$ cat config.mk
export PLATFORM = sky130hd
export DESIGN_NAME = dxmrg_modmul
export DESIGN_NICKNAME = d
export VERILOG_FILES = /design/src/design/dxmrg_pkg.sv /design/src/design/dxmrg_modmul.sv
export SDC_FILE = /design/constraint.sdc
export NUM_CORES = 1
export LEC_CHECK = 0
export BUFFER_PORTS_ARGS = -buffer_cell sky130_fd_sc_hd__buf_2
export CAP_MARGIN = 20
export CORE_MARGIN = 4
export CORE_UTILIZATION = 35
export CTS_BUF_LIST = sky130_fd_sc_hd__clkbuf_16
export CTS_CLUSTER_SIZE = 20
export DETAILED_ROUTE_END_ITERATION = 16
export PLACE_DENSITY = 0.65
export SLEW_MARGIN = 20
export SYNTH_ARGS = -nofsm -noshare
export SYNTH_HDL_FRONTEND = slang
export SYNTH_SLANG_ARGS = --single-unit
export TNS_END_PERCENT = 100
$ cat constraint.sdc
create_clock -name clk -period 13.3 [get_ports clk]
set_input_delay 2.66 -clock clk [delete_from_list [all_inputs] [get_ports clk]]
set_output_delay 2.66 -clock clk [all_outputs]
set_load 0.005 [all_outputs]
$ cat src/design/dxmrg_pkg.sv
`timescale 1ns / 1ps

package dxmrg_pkg;

  localparam int WORD_W = 31;
  localparam int SEED_W = 32;
  localparam int ORDER_W = 11;
  localparam int CFG_IDX_W = 3;
  localparam int MAX_ORDER_DEFAULT = 1024;

  localparam logic [WORD_W-1:0] LCG_MOD = 31'h7FFF_FFFF;
  localparam logic [WORD_W-1:0] MIN_MODULUS = 31'd2;

  localparam logic [WORD_W-1:0] MULTIPLIER_RESET = 31'd1;
  localparam logic [WORD_W-1:0] MODULUS_RESET = 31'h7FFF_FFFF;
  localparam logic [ORDER_W-1:0] ORDER_RESET = 11'd1;
  localparam logic VARIANT_RESET = 1'b0;
  localparam logic [WORD_W-1:0] SEED_MULTIPLIER_RESET = 31'd16807;

  typedef enum logic [CFG_IDX_W-1:0] {
    REG_MULTIPLIER = 3'd0,
    REG_MODULUS = 3'd1,
    REG_ORDER = 3'd2,
    REG_VARIANT = 3'd3,
    REG_SEED_MULTIPLIER = 3'd4
  } cfg_reg_t;

  typedef enum logic {
    KIND_SEED = 1'b0,
    KIND_DRAW = 1'b1
  } kind_t;

  typedef enum logic [3:0] {
    S_IDLE,
    S_RD_OLD,
    S_RD_NEW,
    S_FIX_A,
    S_RED_A,
    S_FIX_B,
    S_RED_B,
    S_PREP,
    S_MUL,
    S_DONE,
    S_SEED_MOD,
    S_SEED_WR,
    S_SEED_MUL,
    S_SEED_RED
  } state_t;

  function automatic logic [WORD_W-1:0] mod_add(input logic [WORD_W-1:0] x,
                                                 input logic [WORD_W-1:0] y,
                                                 input logic [WORD_W-1:0] m);
    logic [WORD_W:0] s;
    s = {1'b0, x} + {1'b0, y};
    if (s >= {1'b0, m}) begin
      s = s - {1'b0, m};
    end
    return s[WORD_W-1:0];
  endfunction

endpackage

$ cat src/design/dxmrg_modmul.sv
`timescale 1ns / 1ps

// interleaved modular multiply, MSB of b first; needs a < m
module dxmrg_modmul (
  input  logic                        clk,
  input  logic                        rst,
  input  logic                        start,
  input  logic [dxmrg_pkg::WORD_W-1:0] a,
  input  logic [dxmrg_pkg::WORD_W-1:0] b,
  input  logic [dxmrg_pkg::WORD_W-1:0] m,
  output logic                        done,
  output logic [dxmrg_pkg::WORD_W-1:0] prod
);
  import dxmrg_pkg::*;

  localparam int CNT_W = $clog2(WORD_W + 1);

  logic              busy;
  logic [CNT_W-1:0]  bits_left;
  logic [WORD_W-1:0] a_q;
  logic [WORD_W-1:0] b_q;
  logic [WORD_W-1:0] m_q;
  logic [WORD_W+1:0] t;
  logic [WORD_W+1:0] m1;
  logic [WORD_W+1:0] m2;
  logic [WORD_W+1:0] t_m1;
  logic [WORD_W+1:0] t_m2;

  assign m1 = {2'b00, m_q};
  assign m2 = {1'b0, m_q, 1'b0};
  assign t = {1'b0, prod, 1'b0} + (b_q[WORD_W-1] ? {2'b00, a_q} : '0);
  assign t_m1 = t - m1;
  assign t_m2 = t - m2;

  always_ff @(posedge clk) begin
    if (rst) begin
      busy <= 1'b0;
      done <= 1'b0;
      bits_left <= '0;
    end else begin
      done <= 1'b0;
      if (start) begin
        busy <= 1'b1;
        bits_left <= CNT_W'(WORD_W);
      end else if (busy) begin
        bits_left <= bits_left - CNT_W'(1);
        if (bits_left == CNT_W'(1)) begin
          busy <= 1'b0;
          done <= 1'b1;
        end
      end
    end
  end

  always_ff @(posedge clk) begin
    if (start) begin
      a_q <= a;
      b_q <= b;
      m_q <= m;
      prod <= '0;
    end else if (busy) begin
      b_q <= {b_q[WORD_W-2:0], 1'b0};
      if (t >= m2) begin
        prod <= t_m2[WORD_W-1:0];
      end else if (t >= m1) begin
        prod <= t_m1[WORD_W-1:0];
      end else begin
        prod <= t[WORD_W-1:0];
      end
    end
  end

endmodule

==> impl_metrics.yaml <==
final_layout:
  fillers: 2887
  final_nets: 1420
  area_growth_pct: 15.98
  diodes: 0
  fin_area_um2: 12010
  drive_gt1_share_pct: 18.31
place:
  place_congestion: 0.9170
  place_hpwl_um: 23840
  placed_area_um2: 11360
  place_ws_ns: 6.835
  portBuffers: 127
setup_path:
  crit_path_start: "b_q[30]"
  worstPathArrival_ns: 6.82
  cpLargestDelayFamily: "compound AO/OA/AOI/OAI gates"
  end_kind: "register"
  cp_cell_sequence: "and2_1 -> ha_1 -> fa_1 -> a211oi_1 -> o21ai_1 -> o2111ai_2 -> a211oi_1 -> o21a_1 -> o21a_1 -> or3_1 -> and2_1 -> ha_1 -> nand3_1 -> a2bb2oi_1 -> a21oi_1 -> or3_1 -> o21a_1 -> a221oi_4 -> buf_4 -> mux2_1 -> mux2i_1 -> a211oi_2"
  slowest_stage: "edfxtp_1"
  critPathMaxFanout: 40
  critPathRequiredTime_ns: 13.59
  regToRegStartpoint: "b_q[30]"
  criticalPathCategory: "reg2reg"
  critPathMaxStageDelay_ns: 0.70
  worst_setup_path_start_kind: "register"
  cpMostUsedCell: "o21a_1"
  critPathBufInv: 1
sta:
  setup_ws_ns: 6.770
  timing.final.crit_share_pct: 49.10
  max_freq_ghz: 0.1531
  finalSetupTns_ns: 0
  rsz0062_at_grt: "false"
  finalSetupViolations: 0
  fin_skew_ns: 0.01528
  slew-limit-headroom_pct: 38.29
  max_slew.worst_pin.slew_ns: 0.9238
  finalHoldViolations: 0
  min_period_ns: 6.530
  hold_ws_ns: 0.5189
  drv_slew: 0
die:
  core_area_um2: 28940
  die_w_um: 180.0
  io_pins: 128
  start_util_pct: 35.79
  std_cell_rows: 62
  dieArea_um2: 32410
  die-height_um: 180.0
global_route:
  grtUsageMet2_pct: 31.08
  grt_pass1_wl_um: 46830
  grtUsageTotal_pct: 18.06
  antenna_found_initial: 0
  busiest_layer: "met2"
  grt_use_met3_pct: 3.472
  grt.met1_usage_pct: 23.22
  grt.overflow.total: 0
  grt_start_max_net_pins: 64
  grt_pass1_vias: 8634
pwr:
  p_total_mw: 2.771
  power.density_nw_per_um2: 230.7
  irDropWorstVdd_uv: 116.3
  p_leak_nw: 5.194
clock_network:
  clock_latency_ns: 0.44
  cts_resized: 0
  post-cts-setup-buffers: 0
  clk_path_buf_depth: 2
  cts_sinks: 131
  cts_tree: "built"
  holdBufCountCts: 0
  cts_max_level: 4
  root_buffer: "clkbuf_16"
  cts_buffers: 17
  clk_pin_slew_ns: 0.06
routing:
  dr.pass1.iters: 5
  vias: 8949
  avgRoutedWirePerCell_um: 18.57
  wl_um: 30160
  drtAntennaViolNets: 0
  drc: 0
  vias_per_cell: 5.510
  drt_iter0_markers: 679
logic_synthesis:
  ys_ff_latch: 131
  synth_top_cells_by_count: "94 x ha_1, 93 x edfxtp_1, 89 x a21oi_1"
  synth-edff-count: 93
  synthTopCellsByArea: "edfxtp_1 27%, ha_1 11%, dfxtp_1 7.3%"
  netlist_area_um2: 10360
  ys_seq_area_share_pct: 34.31
  synth-async-reset-ratio_pct: 0
  synth_top_flop_cell: "edfxtp_1"
  synth_nets: 1301
  synth_top_area_share_pct: 26.97
  syn_inst: 1108
  synth_warnings: 0
  ys_types: 83
  yosysMostFrequentCell: "ha_1"
  synth.largest_area_cell: "edfxtp_1"
  avgSynthCellArea_um2: 9.347
worst_hold_path:
  min_from: "prod[28]"
  hp-class: "reg2reg"
status:
  status: "completed"
flow_run:
  max_cap_viol_count: 0
layout make-up:
type / instances / area, um2 / area share (%)
repair buffers: 133 / 683.2 / 5.688
flip-flops and latches: 131 / 3553 / 29.58
inverters: 57 / 214.0 / 1.781
well taps: 384 / 480.5 / 4.000
clock inverters: 15 / 219.0 / 1.823
clock buffers: 17 / 425.4 / 3.542
multi-input cells: 887 / 6436 / 53.58
worst paths after layout:
path | cells after the start | end | slack [ns]
setup / recovery | 22 | prod[2] | 6.77
hold / removal | 2 | prod[28] | 0.52
setup reg to reg | 22 | prod[2] | 6.77
hold reg to reg | 2 | prod[28] | 0.52
metal layers:
metal	up-vias	part of all wire [%]
li1	4433	-
met1	4222	45
met2	252	48
met3	42	4.9
met4	0	2.2
met5	-	0
kinds of logic after synthesis:
kind of cell	synth area share, %
fa+ha+maj	11.94
xor+xnor	5.666
simple gates	16.25
mux	5.147
buf+inv	3.564
flops	34.31
compound gates	23.12
registers in the layout, summed over array words and instances (netlist names):
name       flops
m_q           31
prod          31
a_q           31
done           1
b_q           31
busy           1
bits_left      5
power breakdown:
part | internal (mW) | total, mW | leakage (nW) | switching (mW)
Clock | 0.319 | 0.523 | 0.309 | 0.203
Sequential | 0.502 | 0.561 | 1.23 | 0.0589
Combinational | 0.674 | 1.69 | 3.65 | 1.01
Total | 1.50 | 2.77 | 5.19 | 1.28
cells in the final DEF (no fill, tap or decap), drive strengths merged, types with 28 or more instances in the layout:
| cell type | n |
|---|---|
| buf | 133 |
| ha | 94 |
| edfxtp | 93 |
| a21oi | 89 |
| nor2 | 81 |
| inv | 63 |
| nand2 | 61 |
| o21ai | 57 |
| dfxtp | 38 |
| a21o | 37 |
| and2 | 37 |
| xnor2 | 36 |
| mux2 | 34 |
| xor2 | 31 |
| nor3 | 28 |
worst reg2reg max path: cells and delay by family (launching register included):
kind | cells | cell delay, ns
buffers and inverters | 1 | 0.47
AOI/OAI and AO/OA | 11 | 2.26
muxes | 2 | 0.59
DFF | 1 | 0.70
adders and majority gates | 3 | 1.06
and+or+nand+nor | 5 | 1.34
metrics by stage:
stage,cells,util (%)
2_1_floorplan,1108,-
3_3_place_gp,1592,39.28
5_1_grt,1624,41.51
6_report,1624,41.51
4_1_cts,1624,41.50
3_5_place_dp,1592,39.28
Power figures use the tool's default switching activity.
