`src/design/dxmrg_pkg.sv`:
```
`timescale 1ns / 1ps

package dxmrg_pkg;

  localparam int WORD_W = 31;
  localparam int SEED_W = 32;
  localparam int ORDER_W = 11;
  localparam int CFG_IDX_W = 3;
  localparam int MAX_ORDER_DEFAULT = 1024;

  localparam logic [WORD_W-1:0] LCG_MOD = 31'h7FFF_FFFF;
  localparam logic [WORD_W-1:0] MIN_MODULUS = 31'd2;

  localparam logic [WORD_W-1:0] MULTIPLIER_RESET = 31'd1;
  localparam logic [WORD_W-1:0] MODULUS_RESET = 31'h7FFF_FFFF;
  localparam logic [ORDER_W-1:0] ORDER_RESET = 11'd1;
  localparam logic VARIANT_RESET = 1'b0;
  localparam logic [WORD_W-1:0] SEED_MULTIPLIER_RESET = 31'd16807;

  typedef enum logic [CFG_IDX_W-1:0] {
    REG_MULTIPLIER = 3'd0,
    REG_MODULUS = 3'd1,
    REG_ORDER = 3'd2,
    REG_VARIANT = 3'd3,
    REG_SEED_MULTIPLIER = 3'd4
  } cfg_reg_t;

  typedef enum logic {
    KIND_SEED = 1'b0,
    KIND_DRAW = 1'b1
  } kind_t;

  typedef enum logic [3:0] {
    S_IDLE,
    S_RD_OLD,
    S_RD_NEW,
    S_FIX_A,
    S_RED_A,
    S_FIX_B,
    S_RED_B,
    S_PREP,
    S_MUL,
    S_DONE,
    S_SEED_MOD,
    S_SEED_WR,
    S_SEED_MUL,
    S_SEED_RED
  } state_t;

  function automatic logic [WORD_W-1:0] mod_add(input logic [WORD_W-1:0] x,
                                                 input logic [WORD_W-1:0] y,
                                                 input logic [WORD_W-1:0] m);
    logic [WORD_W:0] s;
    s = {1'b0, x} + {1'b0, y};
    if (s >= {1'b0, m}) begin
      s = s - {1'b0, m};
    end
    return s[WORD_W-1:0];
  endfunction

endpackage

```
`src/design/dxmrg_modred.sv`:
```
`timescale 1ns / 1ps

// bit-serial restoring remainder, one dividend bit per cycle
module dxmrg_modred (
  input  logic                        clk,
  input  logic                        rst,
  input  logic                        start,
  input  logic [dxmrg_pkg::SEED_W-1:0] dividend,
  input  logic [dxmrg_pkg::WORD_W-1:0] divisor,
  output logic                        done,
  output logic [dxmrg_pkg::WORD_W-1:0] rem
);
  import dxmrg_pkg::*;

  localparam int CNT_W = $clog2(SEED_W + 1);

  logic              busy;
  logic [CNT_W-1:0]  bits_left;
  logic [SEED_W-1:0] dvd;
  logic [WORD_W-1:0] d;
  logic [WORD_W:0]   t;
  logic [WORD_W:0]   t_sub;

  assign t = {rem, dvd[SEED_W-1]};
  assign t_sub = t - {1'b0, d};

  always_ff @(posedge clk) begin
    if (rst) begin
      busy <= 1'b0;
      done <= 1'b0;
      bits_left <= '0;
    end else begin
      done <= 1'b0;
      if (start) begin
        busy <= 1'b1;
        bits_left <= CNT_W'(SEED_W);
      end else if (busy) begin
        bits_left <= bits_left - CNT_W'(1);
        if (bits_left == CNT_W'(1)) begin
          busy <= 1'b0;
          done <= 1'b1;
        end
      end
    end
  end

  always_ff @(posedge clk) begin
    if (start) begin
      dvd <= dividend;
      d <= divisor;
      rem <= '0;
    end else if (busy) begin
      dvd <= {dvd[SEED_W-2:0], 1'b0};
      if (t >= {1'b0, d}) begin
        rem <= t_sub[WORD_W-1:0];
      end else begin
        rem <= t[WORD_W-1:0];
      end
    end
  end

endmodule

```
`config.mk`:
```
export PLATFORM = sky130hd
export DESIGN_NAME = dxmrg_modred
export DESIGN_NICKNAME = d
export VERILOG_FILES = /design/src/design/dxmrg_pkg.sv /design/src/design/dxmrg_modred.sv
export SDC_FILE = /design/constraint.sdc
export NUM_CORES = 1
export LEC_CHECK = 0
export ABC_AREA = 1
export BUFFER_PORTS_ARGS = -buffer_cell sky130_fd_sc_hd__buf_2
export CORE_UTILIZATION = 45
export CTS_BUF_LIST = sky130_fd_sc_hd__clkbuf_16
export CTS_CLUSTER_DIAMETER = 40
export DETAILED_ROUTE_END_ITERATION = 16
export PLACE_DENSITY = 0.77
export SYNTH_ARGS = -nofsm -noshare
export SYNTH_HDL_FRONTEND = slang
export SYNTH_SLANG_ARGS = --single-unit
```
`constraint.sdc`:
```
create_clock -name clk -period 2.7 [get_ports clk]
set_input_delay 0.405 -clock clk [delete_from_list [all_inputs] [get_ports clk]]
set_output_delay 0.405 -clock clk [all_outputs]
set_load 0.01 [all_outputs]
```
==> flow_summary.ini <==
[worst_setup_path]
timing.critical_path.fanout_max = 19
worst_setup_path_end_kind = flop
timing.critical_path.required_ps = 3010
worstSetupPathType = reg -> reg
timing.critical_path.from_type = flop
crit_arrival_ps = 2690

[timing]
setup-violations-final = 0
maxClockFrequency_ghz = 0.4212
maxSlewViolCount = 0
timing.final.crit_share_pct = 87.93
fin_setup_tns_ps = 0
skew_ps = 17.87
normalized_max_slew_margin_pct = 56.65
final-hold-violation-count = 0
tightest_slew_ps = 650.2
layout_min_cycle_time_ps = 2374
rsz0062_at_grt = false

[placement]
dp_hpwl_mm = 12.15
dpl_cells = 1249
portBuffers = 97
place.gp.congestion = 0.9402

[route]
route.met3.wl_mm = 1.267
detail_route.vias_per_cell = 4.832
m1WireLength_mm = 7.090
wl_met2_mm = 7.277
drt_pass1_iterations = 11
routed-via-count = 6112
top_signal_layer_used = met5
route.antenna.remaining_nets = 0
wl_per_cell_um = 12.67
drc_marker_count_from_the_first_detailed_route_iteration = 388
drt_wl_total_mm = 16.02
drc_errors = 4

[floorplanning]
core-area_um2 = 14640
die_x_um = 124.8
rows = 44
die_area_um2 = 15570
initial_core_util_pct = 46.33
num_io_pins = 98
die_h_um = 124.8

[logic_synthesis]
most_common_cell_in_the_synthesized_netlist = sky130_fd_sc_hd__nand2_1
synth_top_cell_area_share_pct = 27.88
synth_edf_count = 63
postSynthCellCount = 983
post-synth-top-area-cell = sky130_fd_sc_hd__edfxtp_1
ys_top_cells_by_count = sky130_fd_sc_hd__nand2_1 (414), sky130_fd_sc_hd__inv_1 (179), sky130_fd_sc_hd__nand3_1 (72), sky130_fd_sc_hd__edfxtp_1 (63), sky130_fd_sc_hd__nor2_1 (42)
synth_nets = 1083
synth_flop_cell = sky130_fd_sc_hd__edfxtp_1
synth.avg_cell_area_um2 = 6.903
ys_warn_count = 0
ys_top_cells_by_area = sky130_fd_sc_hd__edfxtp_1 (28%), sky130_fd_sc_hd__nand2_1 (23%), sky130_fd_sc_hd__dfxtp_1 (12%), sky130_fd_sc_hd__inv_1 (9.9%), sky130_fd_sc_hd__ha_1 (6.1%)
netlist-cell-type-count = 37
async_flop_share_pct = 0
synth_seq_cells = 102
syn_area_um2 = 6785
register_area_share_after_synthesis_pct = 39.39

[clock_tree]
cts_num_sinks = 102
htree_num_levels = 3
max-clock-path-buffers = 2
tritoncts.num_buffers = 9
clockRootBuffer = sky130_fd_sc_hd__clkbuf_16
clock_tree_from_tritoncts = built
clk_latency_ps = 370
clock_pin_slew_on_the_worst_setup_and_hold_paths_ps = 90
ctsHoldBuffers = 0

[finish]
synthToLayoutAreaGrowth_pct = 14.53
nFillCells = 1472
number_of_nets_in_the_finished_design = 1176
post_route_cells_drive_above_1_share_pct = 14.15
antennaDiodeCount = 0
final_cell_count_no_fill = 1265
post-route-util_pct = 53.07

[pwr]
internal_power_uw = 2603
clockPowerShare_pct = 38.7
power.density_nw_per_um2 = 466.2
pwr-share-comb_pct = 11.8
power_switching_uw = 1020
ir_worst_vdd_mv = 0.4135
seqPwrFrac_pct = 49.6
leakagePower_uw = 0.004356
p_sw_share_pct = 28.15

[global_routing]
grt_first_pass_wirelength_mm = 27.22
number_of_antenna_violations_at_the_first_check_in_global_routing = 4
grt_pass1_vias = 5797
groute.usage.overall_pct = 21.91
gr-total-overflow = 0
grt_max_degree = 56

[outcome]
outcome = complete, but fails checks
violations = design-rule violations

[job]
max_cap_viol_count = 0

[worst_hold_path]
hold_path.class = in -> reg
==> layer usage <==
metal,vias up,global-route usage (%)
li1,3203,-
met1,2685,27.29
met2,189,36.22
met3,33,6.186
met4,2,7.625
met5,-,0
==> state kept, by name (all words and copies together) (netlist names) <==
register,count
dvd,32
busy,1
d,31
bits_left,6
rem,31
done,1
==> cells in the final DEF (no fill, tap or decap), types with 2 or more instances in the layout <==
| cell type | count |
|---|---|
| sky130_fd_sc_hd__nand2_2 | 6 |
| sky130_fd_sc_hd__o21a_1 | 2 |
| sky130_fd_sc_hd__ha_1 | 33 |
| sky130_fd_sc_hd__nor2_4 | 4 |
| sky130_fd_sc_hd__nand2_1 | 414 |
| sky130_fd_sc_hd__o21ai_1 | 11 |
| sky130_fd_sc_hd__clkinv_8 | 4 |
| sky130_fd_sc_hd__nor3_1 | 5 |
| sky130_fd_sc_hd__and2_1 | 5 |
| sky130_fd_sc_hd__clkinv_1 | 2 |
| sky130_fd_sc_hd__xor2_1 | 3 |
| sky130_fd_sc_hd__inv_1 | 179 |
| sky130_fd_sc_hd__inv_8 | 2 |
| sky130_fd_sc_hd__buf_2 | 97 |
| sky130_fd_sc_hd__a21oi_2 | 2 |
| sky130_fd_sc_hd__nand3_1 | 72 |
| sky130_fd_sc_hd__nor2_1 | 41 |
| sky130_fd_sc_hd__o21ai_0 | 2 |
| sky130_fd_sc_hd__nand3b_1 | 17 |
| sky130_fd_sc_hd__nor2_2 | 4 |
| sky130_fd_sc_hd__a21oi_1 | 14 |
| sky130_fd_sc_hd__dfxtp_1 | 39 |
| sky130_fd_sc_hd__edfxtp_1 | 63 |
| sky130_fd_sc_hd__buf_4 | 7 |
| sky130_fd_sc_hd__clkbuf_16 | 9 |
| sky130_fd_sc_hd__nand4_1 | 7 |
| sky130_fd_sc_hd__inv_2 | 7 |
| sky130_fd_sc_hd__xnor2_1 | 13 |
| sky130_fd_sc_hd__nand3_2 | 6 |
==> power by group through the flow <==
stage	Clock (uW)	Sequential (uW)	Combinational, uW
floorplan	0	1820	288
global placement	0	1830	422
detailed placement	0	1830	427
CTS	1430	1800	430
global route	1510	1810	486
finish	1400	1800	426
==> path summary, 6_finish.rpt <==
check / slack, ps / depth (start not counted) / startpoint / end
max: 330 / 16 / d[0] / rem[28]
min: 190 / 2 / rst / busy
max reg2reg: 330 / 16 / d[0] / rem[28]
min reg2reg: 490 / 2 / rem[16] / rem[16]
==> logic make-up after synthesis <==
family	after synthesis	share of synthesized area [%]
AND/OR/NAND/NOR	586	36.88
AO/OA/AOI/OAI	34	2.785
XOR/XNOR	16	2.065
adder cells (fa/ha/maj)	34	6.380
flip-flops	102	39.39
buffers and inverters	211	12.50
==> repair_timing <==
item / in CTS / in global routing
resized for setup: 0 / 1
buffers inserted: 0 / 0
setup endpoints to repair: 0 / 3
endpoints found under the hold margin: 0 / 0
==> area by class of cell <==
| class | count | area, um^2 | area share (%) |
|---|---|---|---|
| timing repair buffer | 105 | 558.0 | 7.181 |
| tap | 184 | 230.2 | 2.962 |
| sequential | 102 | 2673 | 34.39 |
| inverter | 188 | 705.7 | 9.081 |
| clock inverter | 7 | 103.9 | 1.336 |
| multi-input combinational | 670 | 3276 | 42.15 |
| clock buffer | 9 | 225.2 | 2.898 |
==> through the flow <==
stage	hold WS, ps	power (uW)	setup WS [ps]	cell area (um^2)
2_1_floorplan	461.0	2111	399.2	6785
3_3_place_gp	474.1	2249	378.2	7433
3_5_place_dp	481.4	2259	221.8	7433
4_1_cts	186.1	3652	184.1	7762
5_1_grt	183.7	3798	103.6	7771
6_report	189.3	3623	325.8	7771
==> worst max-delay path, stage by stage, from the launching register on <==
cell and delay (ps):
sky130_fd_sc_hd__edfxtp_1 380, sky130_fd_sc_hd__ha_1 210, sky130_fd_sc_hd__fa_1 400, sky130_fd_sc_hd__inv_1 110, sky130_fd_sc_hd__nand2_1 60, sky130_fd_sc_hd__nand2_1 70
sky130_fd_sc_hd__nand3_1 80, sky130_fd_sc_hd__nand2_2 130, sky130_fd_sc_hd__nand2_2 70, sky130_fd_sc_hd__nand3_2 80, sky130_fd_sc_hd__nand2_4 170, sky130_fd_sc_hd__buf_4 260
sky130_fd_sc_hd__nand3_2 70, sky130_fd_sc_hd__nand2_1 60, sky130_fd_sc_hd__inv_2 60, sky130_fd_sc_hd__nand2_1 40, sky130_fd_sc_hd__nand2_1 50
Note: power is estimated with default switching activity, not from simulation.
